--- src/hw/rtl/brmm_pkg.sv ---
// Package for the block RMS and mean meter.
// Holds field widths, reset values, opcodes, state codes and the control structs.
// No dependencies.
`timescale 1ns / 1ps
`default_nettype none

package brmm_pkg;

  localparam int SAMPLE_W = 16;
  localparam int SUM_W    = 33;
  localparam int SQSUM_W  = 48;
  localparam int LEN_W    = 17;
  localparam int RECIP_W  = 33;
  localparam int MEAN_W   = 33;
  localparam int RMS_W    = 32;
  localparam int AC_W     = 33;
  localparam int CFG_W    = 33;
  localparam int CFG_IDX_W = 2;
  localparam int MUL_A_W  = 48;
  localparam int MUL_B_W  = 33;
  localparam int MUL_P_W  = 81;
  localparam int SQ_IN_W  = 64;

  localparam logic [LEN_W-1:0]   BLOCK_LENGTH_RST = 17'd65536;
  localparam logic [RECIP_W-1:0] RECIP_RST        = 33'd65536;

  typedef enum logic {
    OP_ADD   = 1'b0,
    OP_CLEAR = 1'b1
  } opcode_t;

  typedef enum logic [CFG_IDX_W-1:0] {
    CFG_BLOCK_LENGTH   = 2'd0,
    CFG_LENGTH_RECIP   = 2'd1,
    CFG_SIGNED_SAMPLES = 2'd2
  } cfg_idx_t;

  typedef enum logic [1:0] {
    MUL_MEAN   = 2'd0,
    MUL_MEANSQ = 2'd1,
    MUL_MEAN2  = 2'd2
  } mul_sel_t;

  typedef enum logic {
    SQ_RMS = 1'b0,
    SQ_AC  = 1'b1
  } sqrt_sel_t;

  typedef enum logic [3:0] {
    S_IDLE,
    S_MEAN_GO,
    S_MEAN_WAIT,
    S_MSQ_GO,
    S_MSQ_WAIT,
    S_MEAN2_GO,
    S_MEAN2_WAIT,
    S_DIFF,
    S_RMS_GO,
    S_RMS_WAIT,
    S_AC_GO,
    S_AC_WAIT,
    S_FINISH
  } state_t;

  typedef struct packed {
    logic      accept;
    logic      mul_start;
    mul_sel_t  mul_sel;
    logic      mean_load;
    logic      meansq_load;
    logic      mean2_load;
    logic      diff_load;
    logic      sqrt_start;
    sqrt_sel_t sqrt_sel;
    logic      rms_load;
    logic      ac_load;
  } brmm_cmd_t;

  typedef struct packed {
    logic block_end;
    logic mul_done;
    logic sqrt_done;
  } brmm_stat_t;

endpackage

`default_nettype wire

--- src/hw/rtl/brmm_in_if.sv ---
// Input channel of the meter: valid/ready handshake with opcode and sample.
// No dependencies.
`timescale 1ns / 1ps
`default_nettype none

interface brmm_in_if;
  logic        valid;
  logic        ready;
  logic        opcode;
  logic [15:0] sample;

  modport source (output valid, output opcode, output sample, input ready);
  modport sink   (input valid, input opcode, input sample, output ready);
endinterface

`default_nettype wire

--- src/hw/rtl/brmm_out_if.sv ---
// Result channel of the meter: valid/ready handshake with the held results.
// No dependencies.
`timescale 1ns / 1ps
`default_nettype none

interface brmm_out_if;
  logic               valid;
  logic               ready;
  logic               block_done;
  logic signed [32:0] mean_value;
  logic        [31:0] rms_value;
  logic signed [32:0] ac_rms_value;

  modport source (output valid, output block_done, output mean_value, output rms_value,
                  output ac_rms_value, input ready);
  modport sink   (input valid, input block_done, input mean_value, input rms_value,
                  input ac_rms_value, output ready);
endinterface

`default_nettype wire

--- src/hw/rtl/brmm_mul.sv ---
// Sequential 48x33 multiplier built from one 16x33 multiplier: three partial
// products, each registered and then accumulated. Depends on brmm_pkg.
`timescale 1ns / 1ps
`default_nettype none

module brmm_mul (
  input  wire logic                         clk,
  input  wire logic                         rst_n,
  input  wire logic                         start,
  input  wire logic [brmm_pkg::MUL_A_W-1:0] a,
  input  wire logic [brmm_pkg::MUL_B_W-1:0] b,
  output logic      [brmm_pkg::MUL_P_W-1:0] p,
  output logic                              done
);
  import brmm_pkg::*;

  localparam int PROD_W = 16 + MUL_B_W;

  logic [1:0]          k_r;
  logic                busy_r;
  logic                done_r;
  logic [MUL_A_W-1:0]  a_r;
  logic [MUL_B_W-1:0]  b_r;
  logic [PROD_W-1:0]   prod_r;
  logic [MUL_P_W-1:0]  acc_r;
  logic [15:0]         chunk;
  logic [MUL_P_W-1:0]  addend;

  // Pick the 16-bit slice of the first operand for this beat.
  always_comb begin
    case (k_r)
      2'd0:    chunk = a_r[15:0];
      2'd1:    chunk = a_r[31:16];
      default: chunk = a_r[47:32];
    endcase
  end

  // Align the previous partial product to its weight.
  always_comb begin
    case (k_r)
      2'd1:    addend = MUL_P_W'(prod_r);
      2'd2:    addend = MUL_P_W'(prod_r) << 16;
      default: addend = MUL_P_W'(prod_r) << 32;
    endcase
  end

  // Beat counter and handshake.
  always_ff @(posedge clk) begin
    if (!rst_n) begin
      k_r    <= 2'd0;
      busy_r <= 1'b0;
      done_r <= 1'b0;
    end else begin
      done_r <= busy_r && (k_r == 2'd3);
      if (start) begin
        busy_r <= 1'b1;
        k_r    <= 2'd0;
      end else if (busy_r) begin
        k_r <= k_r + 2'd1;
        if (k_r == 2'd3) begin
          busy_r <= 1'b0;
        end
      end
    end
  end

  // Partial product register, then accumulate the registered product.
  always_ff @(posedge clk) begin
    if (start) begin
      a_r   <= a;
      b_r   <= b;
      acc_r <= '0;
    end else if (busy_r) begin
      if (k_r != 2'd3) begin
        prod_r <= PROD_W'(chunk) * PROD_W'(b_r);
      end
      if (k_r != 2'd0) begin
        acc_r <= acc_r + addend;
      end
    end
  end

  assign p    = acc_r;
  assign done = done_r;

endmodule

`default_nettype wire

--- src/hw/rtl/brmm_sqrt.sv ---
// Integer square root of a 64-bit value, one result bit per cycle for a 32-bit root.
// Depends on brmm_pkg.
`timescale 1ns / 1ps
`default_nettype none

module brmm_sqrt (
  input  wire logic                         clk,
  input  wire logic                         rst_n,
  input  wire logic                         start,
  input  wire logic [brmm_pkg::SQ_IN_W-1:0] x,
  output logic      [31:0]                  root,
  output logic                              done
);
  import brmm_pkg::*;

  logic [SQ_IN_W-1:0] x_r;
  logic [SQ_IN_W-1:0] r_r;
  logic [SQ_IN_W-1:0] bit_r;
  logic [4:0]         cnt_r;
  logic               busy_r;
  logic               done_r;
  logic [SQ_IN_W-1:0] trial;
  logic               fits;

  // Trial subtrahend for the current bit pair.
  assign trial = r_r + bit_r;
  assign fits  = (x_r >= trial);

  // Step counter and handshake.
  always_ff @(posedge clk) begin
    if (!rst_n) begin
      cnt_r  <= 5'd0;
      busy_r <= 1'b0;
      done_r <= 1'b0;
    end else begin
      done_r <= busy_r && (cnt_r == 5'd31);
      if (start) begin
        busy_r <= 1'b1;
        cnt_r  <= 5'd0;
      end else if (busy_r) begin
        cnt_r <= cnt_r + 5'd1;
        if (cnt_r == 5'd31) begin
          busy_r <= 1'b0;
        end
      end
    end
  end

  // Restoring square root step.
  always_ff @(posedge clk) begin
    if (start) begin
      x_r   <= x;
      r_r   <= '0;
      bit_r <= {2'b01, {(SQ_IN_W-2){1'b0}}};
    end else if (busy_r) begin
      if (fits) begin
        x_r <= x_r - trial;
        r_r <= (r_r >> 1) + bit_r;
      end else begin
        r_r <= r_r >> 1;
      end
      bit_r <= bit_r >> 2;
    end
  end

  assign root = r_r[31:0];
  assign done = done_r;

endmodule

`default_nettype wire

--- src/hw/rtl/brmm_dp.sv ---
// Datapath of the meter: configuration, accumulators, block-end arithmetic and held results.
// Depends on brmm_pkg, brmm_mul and brmm_sqrt.
`timescale 1ns / 1ps
`default_nettype none

module brmm_dp #(
  parameter int MAX_BLOCK_LENGTH = 65536
) (
  input  wire logic                           clk,
  input  wire logic                           rst_n,
  input  wire logic                           cfg_we,
  input  wire logic [brmm_pkg::CFG_IDX_W-1:0] cfg_index,
  input  wire logic [brmm_pkg::CFG_W-1:0]     cfg_data,
  input  wire logic                           in_opcode,
  input  wire logic [brmm_pkg::SAMPLE_W-1:0]  in_sample,
  input  wire brmm_pkg::brmm_cmd_t            cmd,
  output brmm_pkg::brmm_stat_t                stat,
  output logic                                out_block_done,
  output logic [brmm_pkg::MEAN_W-1:0]         out_mean,
  output logic [brmm_pkg::RMS_W-1:0]          out_rms,
  output logic [brmm_pkg::AC_W-1:0]           out_ac_rms
);
  import brmm_pkg::*;

  localparam int CW   = $clog2(MAX_BLOCK_LENGTH + 1);
  localparam int CMPW = ((CW > LEN_W) ? CW : LEN_W) + 1;

  // Configuration registers.
  logic [LEN_W-1:0]   block_length_r;
  logic [RECIP_W-1:0] recip_r;
  logic               signed_r;

  // Accumulators and block snapshot.
  logic [CW-1:0]      count_r;
  logic [SUM_W-1:0]   sum_r;
  logic [SQSUM_W-1:0] sqsum_r;
  logic [SUM_W-1:0]   sum_blk_r;
  logic [SQSUM_W-1:0] sqsum_blk_r;
  logic               done_r;

  // Block-end intermediates.
  logic [MEAN_W-1:0]  q16_r;
  logic [63:0]        meansq_r;
  logic [63:0]        mean2_r;
  logic [63:0]        diff_r;
  logic               diff_neg_r;

  // Held results.
  logic [MEAN_W-1:0]  held_mean_r;
  logic [RMS_W-1:0]   held_rms_r;
  logic [AC_W-1:0]    held_ac_r;

  logic                sneg;
  logic [SUM_W-1:0]    s_ext;
  logic [SAMPLE_W-1:0] mag;
  logic [31:0]         sq;
  logic [SUM_W-1:0]    sum_add;
  logic [SQSUM_W-1:0]  sqsum_add;
  logic [CMPW-1:0]     cnt_inc;
  logic [CMPW-1:0]     bl_ext;
  logic [CMPW-1:0]     max_ext;
  logic [CMPW-1:0]     len_eff;
  logic                block_end;

  logic                blk_neg;
  logic [SUM_W-1:0]    blk_mag;
  logic [MUL_A_W-1:0]  mul_a;
  logic [MUL_B_W-1:0]  mul_b;
  logic [MUL_P_W-1:0]  mul_p;
  logic                mul_done;
  logic [49:0]         q_full;
  logic [MEAN_W-1:0]   q16_c;
  logic [63:0]         p_sat;
  logic [SQ_IN_W-1:0]  sq_in;
  logic [31:0]         root;
  logic                sqrt_done;

  // Configuration writes; unknown indexes are dropped.
  always_ff @(posedge clk) begin
    if (!rst_n) begin
      block_length_r <= BLOCK_LENGTH_RST;
      recip_r        <= RECIP_RST;
      signed_r       <= 1'b1;
    end else if (cfg_we) begin
      unique case (cfg_index)
        CFG_BLOCK_LENGTH:   block_length_r <= cfg_data[LEN_W-1:0];
        CFG_LENGTH_RECIP:   recip_r        <= cfg_data[RECIP_W-1:0];
        CFG_SIGNED_SAMPLES: signed_r       <= cfg_data[0];
        default: ;
      endcase
    end
  end

  // Sample interpretation, square and running sums.
  assign sneg      = signed_r && in_sample[SAMPLE_W-1];
  assign s_ext     = sneg ? {{(SUM_W-SAMPLE_W){1'b1}}, in_sample}
                          : {{(SUM_W-SAMPLE_W){1'b0}}, in_sample};
  assign mag       = sneg ? SAMPLE_W'(17'h10000 - {1'b0, in_sample}) : in_sample;
  assign sq        = 32'(mag) * 32'(mag);
  assign sum_add   = sum_r + s_ext;
  assign sqsum_add = sqsum_r + SQSUM_W'(sq);

  // Effective block length and end-of-block test.
  assign cnt_inc   = CMPW'(count_r) + CMPW'(1);
  assign bl_ext    = CMPW'(block_length_r);
  assign max_ext   = CMPW'(MAX_BLOCK_LENGTH);
  assign len_eff   = (block_length_r == '0) ? CMPW'(1)
                   : ((bl_ext > max_ext) ? max_ext : bl_ext);
  assign block_end = (in_opcode == OP_ADD) && (cnt_inc >= len_eff);

  // Accumulators, count and the snapshot taken when a block completes.
  always_ff @(posedge clk) begin
    if (!rst_n) begin
      count_r <= '0;
      sum_r   <= '0;
      sqsum_r <= '0;
      done_r  <= 1'b0;
    end else if (cmd.accept) begin
      if (in_opcode == OP_CLEAR) begin
        count_r <= '0;
        sum_r   <= '0;
        sqsum_r <= '0;
        done_r  <= 1'b0;
      end else if (block_end) begin
        count_r <= '0;
        sum_r   <= '0;
        sqsum_r <= '0;
        done_r  <= 1'b1;
      end else begin
        count_r <= cnt_inc[CW-1:0];
        sum_r   <= sum_add;
        sqsum_r <= sqsum_add;
        done_r  <= 1'b0;
      end
    end
  end

  always_ff @(posedge clk) begin
    if (cmd.accept && block_end) begin
      sum_blk_r   <= sum_add;
      sqsum_blk_r <= sqsum_add;
    end
  end

  // Shared multiplier operand selection.
  assign blk_neg = sum_blk_r[SUM_W-1];
  assign blk_mag = blk_neg ? (SUM_W'(0) - sum_blk_r) : sum_blk_r;

  always_comb begin
    case (cmd.mul_sel)
      MUL_MEAN: begin
        mul_a = MUL_A_W'(blk_mag);
        mul_b = recip_r;
      end
      MUL_MEANSQ: begin
        mul_a = sqsum_blk_r;
        mul_b = recip_r;
      end
      default: begin
        mul_a = MUL_A_W'(q16_r);
        mul_b = q16_r;
      end
    endcase
  end

  brmm_mul u_mul (
    .clk   (clk),
    .rst_n (rst_n),
    .start (cmd.mul_start),
    .a     (mul_a),
    .b     (mul_b),
    .p     (mul_p),
    .done  (mul_done)
  );

  // Mean magnitude in Q.16, clamped to what the signed result can carry.
  assign q_full = mul_p[65:16];
  always_comb begin
    if (blk_neg) begin
      q16_c = (q_full > 50'h1_0000_0000) ? 33'h1_0000_0000 : q_full[32:0];
    end else begin
      q16_c = (q_full > 50'h0_FFFF_FFFF) ? 33'h0_FFFF_FFFF : q_full[32:0];
    end
  end

  // Products above 64 bits saturate.
  assign p_sat = (mul_p[MUL_P_W-1:64] != '0) ? {64{1'b1}} : mul_p[63:0];

  always_ff @(posedge clk) begin
    if (cmd.mean_load) begin
      q16_r <= q16_c;
    end
    if (cmd.meansq_load) begin
      meansq_r <= p_sat;
    end
    if (cmd.mean2_load) begin
      mean2_r <= p_sat;
    end
    if (cmd.diff_load) begin
      if (meansq_r >= mean2_r) begin
        diff_r     <= meansq_r - mean2_r;
        diff_neg_r <= 1'b0;
      end else begin
        diff_r     <= mean2_r - meansq_r;
        diff_neg_r <= 1'b1;
      end
    end
  end

  // Square root of the mean square, then of the variance magnitude.
  assign sq_in = (cmd.sqrt_sel == SQ_RMS) ? meansq_r : diff_r;

  brmm_sqrt u_sqrt (
    .clk   (clk),
    .rst_n (rst_n),
    .start (cmd.sqrt_start),
    .x     (sq_in),
    .root  (root),
    .done  (sqrt_done)
  );

  // Held results, cleared by reset and by the clear opcode.
  always_ff @(posedge clk) begin
    if (!rst_n) begin
      held_mean_r <= '0;
      held_rms_r  <= '0;
      held_ac_r   <= '0;
    end else if (cmd.accept && (in_opcode == OP_CLEAR)) begin
      held_mean_r <= '0;
      held_rms_r  <= '0;
      held_ac_r   <= '0;
    end else begin
      if (cmd.mean_load) begin
        held_mean_r <= blk_neg ? (MEAN_W'(0) - q16_c) : q16_c;
      end
      if (cmd.rms_load) begin
        held_rms_r <= root;
      end
      if (cmd.ac_load) begin
        held_ac_r <= diff_neg_r ? (AC_W'(0) - {1'b0, root}) : {1'b0, root};
      end
    end
  end

  assign stat.block_end = block_end;
  assign stat.mul_done  = mul_done;
  assign stat.sqrt_done = sqrt_done;

  assign out_block_done = done_r;
  assign out_mean       = held_mean_r;
  assign out_rms        = held_rms_r;
  assign out_ac_rms     = held_ac_r;

endmodule

`default_nettype wire

--- src/hw/rtl/brmm_ctrl.sv ---
// Controller of the meter: handshakes and the block-end arithmetic sequence.
// Depends on brmm_pkg.
`timescale 1ns / 1ps
`default_nettype none

module brmm_ctrl (
  input  wire logic                 clk,
  input  wire logic                 rst_n,
  input  wire logic                 in_valid,
  output logic                      in_ready,
  output logic                      out_valid,
  input  wire logic                 out_ready,
  input  wire brmm_pkg::brmm_stat_t stat,
  output brmm_pkg::brmm_cmd_t       cmd
);
  import brmm_pkg::*;

  state_t state_r;
  state_t state_nxt;
  logic   out_valid_r;
  logic   out_valid_nxt;
  logic   accept;
  logic   out_load;

  // Take a beat only when idle and the result slot is free or draining.
  assign in_ready = (state_r == S_IDLE) && (!out_valid_r || out_ready);
  assign accept   = in_valid && in_ready;

  // Next state.
  always_comb begin
    state_nxt = state_r;
    unique case (state_r)
      S_IDLE:       if (accept && stat.block_end) state_nxt = S_MEAN_GO;
      S_MEAN_GO:    state_nxt = S_MEAN_WAIT;
      S_MEAN_WAIT:  if (stat.mul_done) state_nxt = S_MSQ_GO;
      S_MSQ_GO:     state_nxt = S_MSQ_WAIT;
      S_MSQ_WAIT:   if (stat.mul_done) state_nxt = S_MEAN2_GO;
      S_MEAN2_GO:   state_nxt = S_MEAN2_WAIT;
      S_MEAN2_WAIT: if (stat.mul_done) state_nxt = S_DIFF;
      S_DIFF:       state_nxt = S_RMS_GO;
      S_RMS_GO:     state_nxt = S_RMS_WAIT;
      S_RMS_WAIT:   if (stat.sqrt_done) state_nxt = S_AC_GO;
      S_AC_GO:      state_nxt = S_AC_WAIT;
      S_AC_WAIT:    if (stat.sqrt_done) state_nxt = S_FINISH;
      S_FINISH:     state_nxt = S_IDLE;
      default:      state_nxt = S_IDLE;
    endcase
  end

  // Commands to the datapath.
  always_comb begin
    cmd          = '0;
    cmd.accept   = accept;
    cmd.mul_sel  = MUL_MEAN;
    cmd.sqrt_sel = SQ_RMS;
    out_load     = 1'b0;
    unique case (state_r)
      S_IDLE:       out_load = accept && !stat.block_end;
      S_MEAN_GO:    cmd.mul_start = 1'b1;
      S_MEAN_WAIT:  cmd.mean_load = stat.mul_done;
      S_MSQ_GO: begin
        cmd.mul_sel   = MUL_MEANSQ;
        cmd.mul_start = 1'b1;
      end
      S_MSQ_WAIT:   cmd.meansq_load = stat.mul_done;
      S_MEAN2_GO: begin
        cmd.mul_sel   = MUL_MEAN2;
        cmd.mul_start = 1'b1;
      end
      S_MEAN2_WAIT: cmd.mean2_load = stat.mul_done;
      S_DIFF:       cmd.diff_load = 1'b1;
      S_RMS_GO:     cmd.sqrt_start = 1'b1;
      S_RMS_WAIT:   cmd.rms_load = stat.sqrt_done;
      S_AC_GO: begin
        cmd.sqrt_sel   = SQ_AC;
        cmd.sqrt_start = 1'b1;
      end
      S_AC_WAIT: begin
        cmd.sqrt_sel = SQ_AC;
        cmd.ac_load  = stat.sqrt_done;
      end
      S_FINISH:     out_load = 1'b1;
      default: ;
    endcase
  end

  // Result slot.
  always_comb begin
    if (out_load) begin
      out_valid_nxt = 1'b1;
    end else if (out_ready) begin
      out_valid_nxt = 1'b0;
    end else begin
      out_valid_nxt = out_valid_r;
    end
  end

  always_ff @(posedge clk) begin
    if (!rst_n) begin
      state_r     <= S_IDLE;
      out_valid_r <= 1'b0;
    end else begin
      state_r     <= state_nxt;
      out_valid_r <= out_valid_nxt;
    end
  end

  assign out_valid = out_valid_r;

  // A beat that does not end a block yields its result on the next cycle.
  a_short_result: assert property (@(posedge clk) disable iff (!rst_n)
    (accept && !stat.block_end) |=> out_valid_r)
    else $error("result missing after a non block-end beat");

  // A block-end beat leaves the result slot empty while the arithmetic runs.
  a_block_wait: assert property (@(posedge clk) disable iff (!rst_n)
    (accept && stat.block_end) |=> (!out_valid_r && state_r == S_MEAN_GO))
    else $error("block-end beat did not start the arithmetic");

  // A result appears only after an accepted beat or at the end of the sequence.
  a_result_source: assert property (@(posedge clk) disable iff (!rst_n)
    $rose(out_valid_r) |-> ($past(accept) || $past(state_r) == S_FINISH))
    else $error("result raised without a cause");

  // Nothing is accepted while the arithmetic is in flight.
  a_no_accept_busy: assert property (@(posedge clk) disable iff (!rst_n)
    (state_r != S_IDLE) |-> !in_ready)
    else $error("beat accepted during block-end arithmetic");

endmodule

`default_nettype wire

--- src/hw/rtl/block_rms_mean_meter_top.sv ---
// Block RMS and mean meter.
//
// Input channel in_ch carries an opcode and a 16-bit sample; opcode add folds
// the sample into the running sum and sum of squares, opcode clear zeroes the
// accumulators and the held results. Each input beat gives exactly one result
// beat on out_ch with block_done and the held mean, rms and ac rms values.
// Configuration (block length, Q1.32 reciprocal, sample signedness) is written
// through cfg_we, cfg_index and cfg_data while the meter is idle.
//
// A beat that does not complete a block returns its result in the cycle after
// acceptance, so such beats stream at one per cycle while out_ch is taken.
// A beat that completes a block returns its result once the block-end sequence
// is done: three multiplies on one shared 16x33 multiplier, a subtract step,
// two square roots and a finishing step. The input is held off meanwhile.
// The result register decouples the two sides: a new beat is taken in the same
// cycle the previous result is taken. When the receiver stalls, the result is
// held and the input is held off. Synchronous reset restores the default
// configuration and zeroes counts, sums and held results.
// Depends on brmm_pkg, brmm_in_if, brmm_out_if, brmm_ctrl and brmm_dp.
`timescale 1ns / 1ps
`default_nettype none

module block_rms_mean_meter_top #(
  parameter int MAX_BLOCK_LENGTH = 65536
) (
  input  wire logic                           clk,
  input  wire logic                           rst_n,
  input  wire logic                           cfg_we,
  input  wire logic [brmm_pkg::CFG_IDX_W-1:0] cfg_index,
  input  wire logic [brmm_pkg::CFG_W-1:0]     cfg_data,
  brmm_in_if.sink                             in_ch,
  brmm_out_if.source                          out_ch
);
  import brmm_pkg::*;

  brmm_cmd_t  cmd;
  brmm_stat_t stat;
  logic [MEAN_W-1:0] mean_w;
  logic [AC_W-1:0]   ac_w;

  // Sequencing and handshakes.
  brmm_ctrl u_ctrl (
    .clk       (clk),
    .rst_n     (rst_n),
    .in_valid  (in_ch.valid),
    .in_ready  (in_ch.ready),
    .out_valid (out_ch.valid),
    .out_ready (out_ch.ready),
    .stat      (stat),
    .cmd       (cmd)
  );

  // Accumulation and block-end arithmetic.
  brmm_dp #(
    .MAX_BLOCK_LENGTH (MAX_BLOCK_LENGTH)
  ) u_dp (
    .clk            (clk),
    .rst_n          (rst_n),
    .cfg_we         (cfg_we),
    .cfg_index      (cfg_index),
    .cfg_data       (cfg_data),
    .in_opcode      (in_ch.opcode),
    .in_sample      (in_ch.sample),
    .cmd            (cmd),
    .stat           (stat),
    .out_block_done (out_ch.block_done),
    .out_mean       (mean_w),
    .out_rms        (out_ch.rms_value),
    .out_ac_rms     (ac_w)
  );

  assign out_ch.mean_value   = $signed(mean_w);
  assign out_ch.ac_rms_value = $signed(ac_w);

endmodule

`default_nettype wire
--- src/flat_wrapper.sv ---
// flat-port wrapper written by rule: the top's interface ports become plain ports
module block_rms_mean_meter_top_flat import brmm_pkg::*;
#(
  parameter int MAX_BLOCK_LENGTH = 65536
)
  (clk, rst_n, cfg_we, cfg_index, cfg_data, in_ch_valid, in_ch_opcode, in_ch_sample, in_ch_ready, out_ch_valid, out_ch_block_done, out_ch_mean_value, out_ch_rms_value, out_ch_ac_rms_value, out_ch_ready);
  brmm_in_if in_ch_i ();
  brmm_out_if out_ch_i ();
  input  wire logic clk;
  input  wire logic rst_n;
  input  wire logic cfg_we;
  input  wire logic [brmm_pkg::CFG_IDX_W-1:0] cfg_index;
  input  wire logic [brmm_pkg::CFG_W-1:0] cfg_data;
  input wire logic [$bits(in_ch_i.valid)-1:0] in_ch_valid;
  input wire logic [$bits(in_ch_i.opcode)-1:0] in_ch_opcode;
  input wire logic [$bits(in_ch_i.sample)-1:0] in_ch_sample;
  output wire logic [$bits(in_ch_i.ready)-1:0] in_ch_ready;
  output wire logic [$bits(out_ch_i.valid)-1:0] out_ch_valid;
  output wire logic [$bits(out_ch_i.block_done)-1:0] out_ch_block_done;
  output wire logic [$bits(out_ch_i.mean_value)-1:0] out_ch_mean_value;
  output wire logic [$bits(out_ch_i.rms_value)-1:0] out_ch_rms_value;
  output wire logic [$bits(out_ch_i.ac_rms_value)-1:0] out_ch_ac_rms_value;
  input wire logic [$bits(out_ch_i.ready)-1:0] out_ch_ready;
  assign in_ch_i.valid = in_ch_valid;
  assign in_ch_i.opcode = in_ch_opcode;
  assign in_ch_i.sample = in_ch_sample;
  assign in_ch_ready = in_ch_i.ready;
  assign out_ch_valid = out_ch_i.valid;
  assign out_ch_block_done = out_ch_i.block_done;
  assign out_ch_mean_value = out_ch_i.mean_value;
  assign out_ch_rms_value = out_ch_i.rms_value;
  assign out_ch_ac_rms_value = out_ch_i.ac_rms_value;
  assign out_ch_i.ready = out_ch_ready;
  block_rms_mean_meter_top #(.MAX_BLOCK_LENGTH(MAX_BLOCK_LENGTH)) u_core (.clk(clk), .rst_n(rst_n), .cfg_we(cfg_we), .cfg_index(cfg_index), .cfg_data(cfg_data), .in_ch(in_ch_i), .out_ch(out_ch_i));
endmodule
--- config.mk ---
export PLATFORM = sky130hd
export DESIGN_NAME = block_rms_mean_meter_top_flat
export DESIGN_NICKNAME = d
export VERILOG_FILES = /design/src/hw/rtl/brmm_pkg.sv /design/src/hw/rtl/brmm_in_if.sv /design/src/hw/rtl/brmm_out_if.sv /design/src/hw/rtl/brmm_mul.sv /design/src/hw/rtl/brmm_sqrt.sv /design/src/hw/rtl/brmm_dp.sv /design/src/hw/rtl/brmm_ctrl.sv /design/src/hw/rtl/block_rms_mean_meter_top.sv /design/src/flat_wrapper.sv
export SDC_FILE = /design/constraint.sdc
export NUM_CORES = 2
export LEC_CHECK = 0
export ABC_CLOCK_PERIOD_IN_PS = 9650
export CAP_MARGIN = 20
export CELL_PAD_IN_SITES_DETAIL_PLACEMENT = 0
export CELL_PAD_IN_SITES_GLOBAL_PLACEMENT = 1
export CORE_MARGIN = 10
export CORE_UTILIZATION = 46
export CTS_BUF_LIST = sky130_fd_sc_hd__clkbuf_8 sky130_fd_sc_hd__clkbuf_16
export CTS_CLUSTER_DIAMETER = 150
export CTS_CLUSTER_SIZE = 10
export DETAILED_ROUTE_END_ITERATION = 8
export DONT_BUFFER_PORTS = 1
export PLACE_DENSITY_LB_ADDON = 0.1
export SYNTH_ARGS = -nofsm -noshare
export SYNTH_HDL_FRONTEND = slang
export SYNTH_HIERARCHICAL = 1
export SYNTH_SLANG_ARGS = --single-unit
--- constraint.sdc ---
create_clock -name clk -period 9.65 [get_ports clk]
set_clock_uncertainty 0.1 [all_clocks]
set_input_delay 0.4825 -clock clk [delete_from_list [all_inputs] [get_ports clk]]
set_output_delay 0.4825 -clock clk [all_outputs]
set_load 0.01 [all_outputs]
==> results.md <==
- Status: finished, final reports clean
- Die area: 207000 sq um
- Worst path slowest cell: a2111oi_0
- Hold Fails Final Rpt: 0
- Vias in the first global route: 73200
- Final Setup Violations: 0
- Clk root buf: clkbuf_16
- Xor and xnor fraction of the mapped netlist area: 0.0502
- RePlAce Congestion: 0.984
- Commonest cells after routing, fill and taps aside: 1329 x nand2_1, 1228 x inv_1, 818 x a21oi_1, 649 x nor2_1, 642 x o21ai_0
- Grt total ovfl: 0
- #FFs+latches synth: 942
- Area Growth Syn to Fin: 6.53%
- Syn. warnings: 6
- Core box area: 188000 sq um
- Worst hold path type: in -> reg
- IO Port Bufs: 0
- Mapped Area: 87000 sq um
- Max Cap Violations: 0
- Register area share after synthesis: 0.274
- Fmax: 110 MHz
- Pin count of the biggest net entering global routing: 212
- Initial core utilization: 0.463
- Drt first pass iters: 6
- Proportion of synthesized area in mux cells: 0.0160
- Die Wd: 455 um
- Final antenna-violating net count: 0
- Critical path's most frequent cell: fa_1
- Setup Fix Bufs, Post-CTS: 0
- Measured slew at the worst slew-check pin: 1.38 ns
- Row count: 159
- Final setup TNS: 0 ns
- Startpoint class of the critical path: flop
- CP Class: reg -> reg
- Internal power: 14000 uW
- Post-Syn Nets: 11500
- Clock latency on the worst-skew pair: 0.82 ns
- Pwr dens: 300 nW/um^2
- Clock Power Share: 0.136
- Synth async-reset ratio: 0
- Syn_area_per_cell: 8.52 sq um
- CTS tree: yes
- Ys flop type: edfxtp_1
- First-pass GRT wire length: 454 mm
- Antenna violations before repair: 6
- H-tree depth: 3
- DR vias/cell: 5.84
- Synth cell types: 109
- Simple-Gate Fraction of Synth Area: 0.168
- Placed Cells: 12300
- Clock sink count: 942
- Share of layout cells above drive strength 1: 0.0373
- I/O pin total: 158
- Clk slew on worst S/H paths: 0.06 ns
- Worst-case clock buffer depth: 3
- WL per Instance: 24.0 um
- Net Sw Frac: 0.497
- CTS buffer count: 105
- CP endpoint kind: flop
- Fin nets: 11300
- Max-slew violations: 0
- Compound-Gate Fraction of Synth Area: 0.181
- Leakage: 0.0403 uW
- Commonest non-fill, non-tap cell in the layout: nand2_1
- Setup repair after global routing missed its margin: no
- Non-Filler Instances: 12500
- Final cycle utilization of the critical path: 0.942
- Largest family of logic cells by synthesized area: adder cells
- Fin crit period: 9.09 ns
- Mapped Cells: 10200
- Combinational fraction of design power: 0.676
- Worst path required time: 10.29 ns
- DIE HEIGHT: 455 um
- Crit path DAT: 9.73 ns
- Drt initial violations: 6136
- Total Routing Usage GR: 0.284
- Drc violations: 0
- P_sw: 13800 uW
- Critical Path Fanout Max: 22
- Adder-cell share of the synthesized area: 0.235
- Final wirelength: 300 mm
- DP HPWL: 233 mm
- Reg power frac: 0.188
- Relative slew slack: 0.0718
- Routed via count: 73200
- Largest vdd supply drop: 0.000799 V
- CP peak stage delay: 0.70 ns
- Post-synth EDFFs: 501
==> layout make-up <==
cell class / instances / area [sq um]
antenna: 10 / 25.0
clock buffer: 106 / 2640
clock inverter: 77 / 483
fill: 18400 / 95300
inverter: 1175 / 4410
multi-input combinational: 7585 / 56900
sequential: 942 / 23900
tap: 2495 / 3120
timing repair buffer: 148 / 1280
==> routing by layer <==
metal / global-route usage / up-vias / wire length [um]
met3: 0.0323 / 499 / 16200
met4: 0.117 / 2 / 14200
met2: 0.487 / 2272 / 145000
li1: - / 34200 / -
met1: 0.363 / 36300 / 125000
met5: 0 / - / 13
==> sequential cells by signal (all words and copies together), names as in the netlist, 33 cells and up <==
register and flops:
u_core/u_dp/sum_r 33, u_core/u_dp/u_sqrt/x_r 64, u_core/u_dp/u_mul/b_r 33, u_core/u_dp/u_sqrt/r_r 64, u_core/u_dp/sqsum_blk_r 48, u_core/u_dp/out_mean 33
u_core/u_dp/meansq_r 64, u_core/u_dp/out_ac_rms 33, u_core/u_dp/mean2_r 64, u_core/u_dp/sum_blk_r 33, u_core/u_dp/recip_r 33, u_core/u_dp/diff_r 64
u_core/u_dp/u_mul/a_r 48, u_core/u_dp/u_mul/prod_r 49, u_core/u_dp/q16_r 33, u_core/u_dp/sqsum_r 48, u_core/u_dp/u_mul/p 81
==> metrics by stage <==
step	setup WS [ns]	hold slack, ns	utilization	total power [uW]	instance area [sq um]
after global placement	0.207	0.345	0.473	23700	89000
after CTS	0.326	0.00147	0.493	27800	92600
after floorplan	0.0272	0.334	-	18200	87000
after global routing	0.0880	0.0510	0.493	30200	92700
after detailed placement	0.291	0.347	0.474	23800	89000
final	0.562	0.0512	0.493	27800	92700
==> final timing paths <==
kind / slack, ns / cells past startpoint / from / endpoint
max reg2reg: 0.56 / 28 / u_core/u_dp/signed_r$_SDFFE_PN1P_ / u_core/u_dp/sqsum_r[38]$_SDFFE_PN0P_
min reg2reg: 0.35 / 2 / u_core/u_dp/recip_r[28]$_SDFFE_PN0P_ / u_core/u_dp/recip_r[28]$_SDFFE_PN0P_
max: 0.56 / 28 / u_core/u_dp/signed_r$_SDFFE_PN1P_ / u_core/u_dp/sqsum_r[38]$_SDFFE_PN0P_
min: 0.05 / 3 / in_ch_valid / u_core/u_ctrl/state_r[3]$_SDFFE_PN0P_
==> power by group through the flow <==
stage	Combinational (uW)	Sequential [uW]	Clock, uW
3_3_place_gp	18400	5330	0
2_1_floorplan	12900	5300	0
5_1_grt	20900	5250	4040
6_report	18800	5240	3790
3_5_place_dp	18500	5340	0
4_1_cts	18700	5250	3880
==> repair_timing <==
action	in CTS	in global routing
resized for setup	0	4
hold buffers	47	0
hold endpoints to repair	119	0
setup endpoints to repair	0	4
==> Yosys cell counts, drive strengths merged, types with 16 or more instances <==
library cell,instances,share of area
ha,621,0.089
dfxtp,441,0.10
o211ai,49,0.0042
nand2b,109,0.0078
clkbuf,412,0.018
or2,26,0.0019
o21bai,101,0.0088
a31o,21,0.0021
o21a,57,0.0049
edfxtp,501,0.17
or3,61,0.0046
a22oi,58,0.0050
a221oi,31,0.0031
o21ai,663,0.038
nand4,110,0.0080
nor4,33,0.0025
or4,16,0.0015
fa,635,0.15
nor3,110,0.0063
buf,103,0.0067
xnor2,270,0.027
a21oi,820,0.047
xor2,229,0.023
a21boi,24,0.0021
and3,64,0.0046
and2,341,0.025
a311oi,32,0.0032
a211oi,94,0.0083
nor2,673,0.029
nand2,1332,0.057
nand3b,24,0.0021
o31ai,54,0.0047
nor2b,79,0.0057
mux2i,122,0.014
inv,1163,0.050
a31oi,93,0.0068
a22o,62,0.0062
a21o,211,0.018
nand3,142,0.0082
==> kinds of logic after synthesis <==
kind of cell	after synthesis
xor gates and xnor gates	499
AOI/OAI and AO/OA	2533
muxes	137
buffers and inverters	1691
adders and majority gates	1256
DFF	942
and+or+nand+nor	3159
==> worst max-delay path, delay by kind of cell (launching register included) <==
| family | cells | cell delay, ns |
|---|---|---|
| compound gates | 7 | 2.22 |
| xor+xnor | 1 | 0.17 |
| fa+ha+maj | 7 | 3.35 |
| buf+inv | 8 | 1.40 |
| flops | 1 | 0.35 |
| simple gates | 5 | 1.40 |
Note: power is estimated with default switching activity, not from simulation.
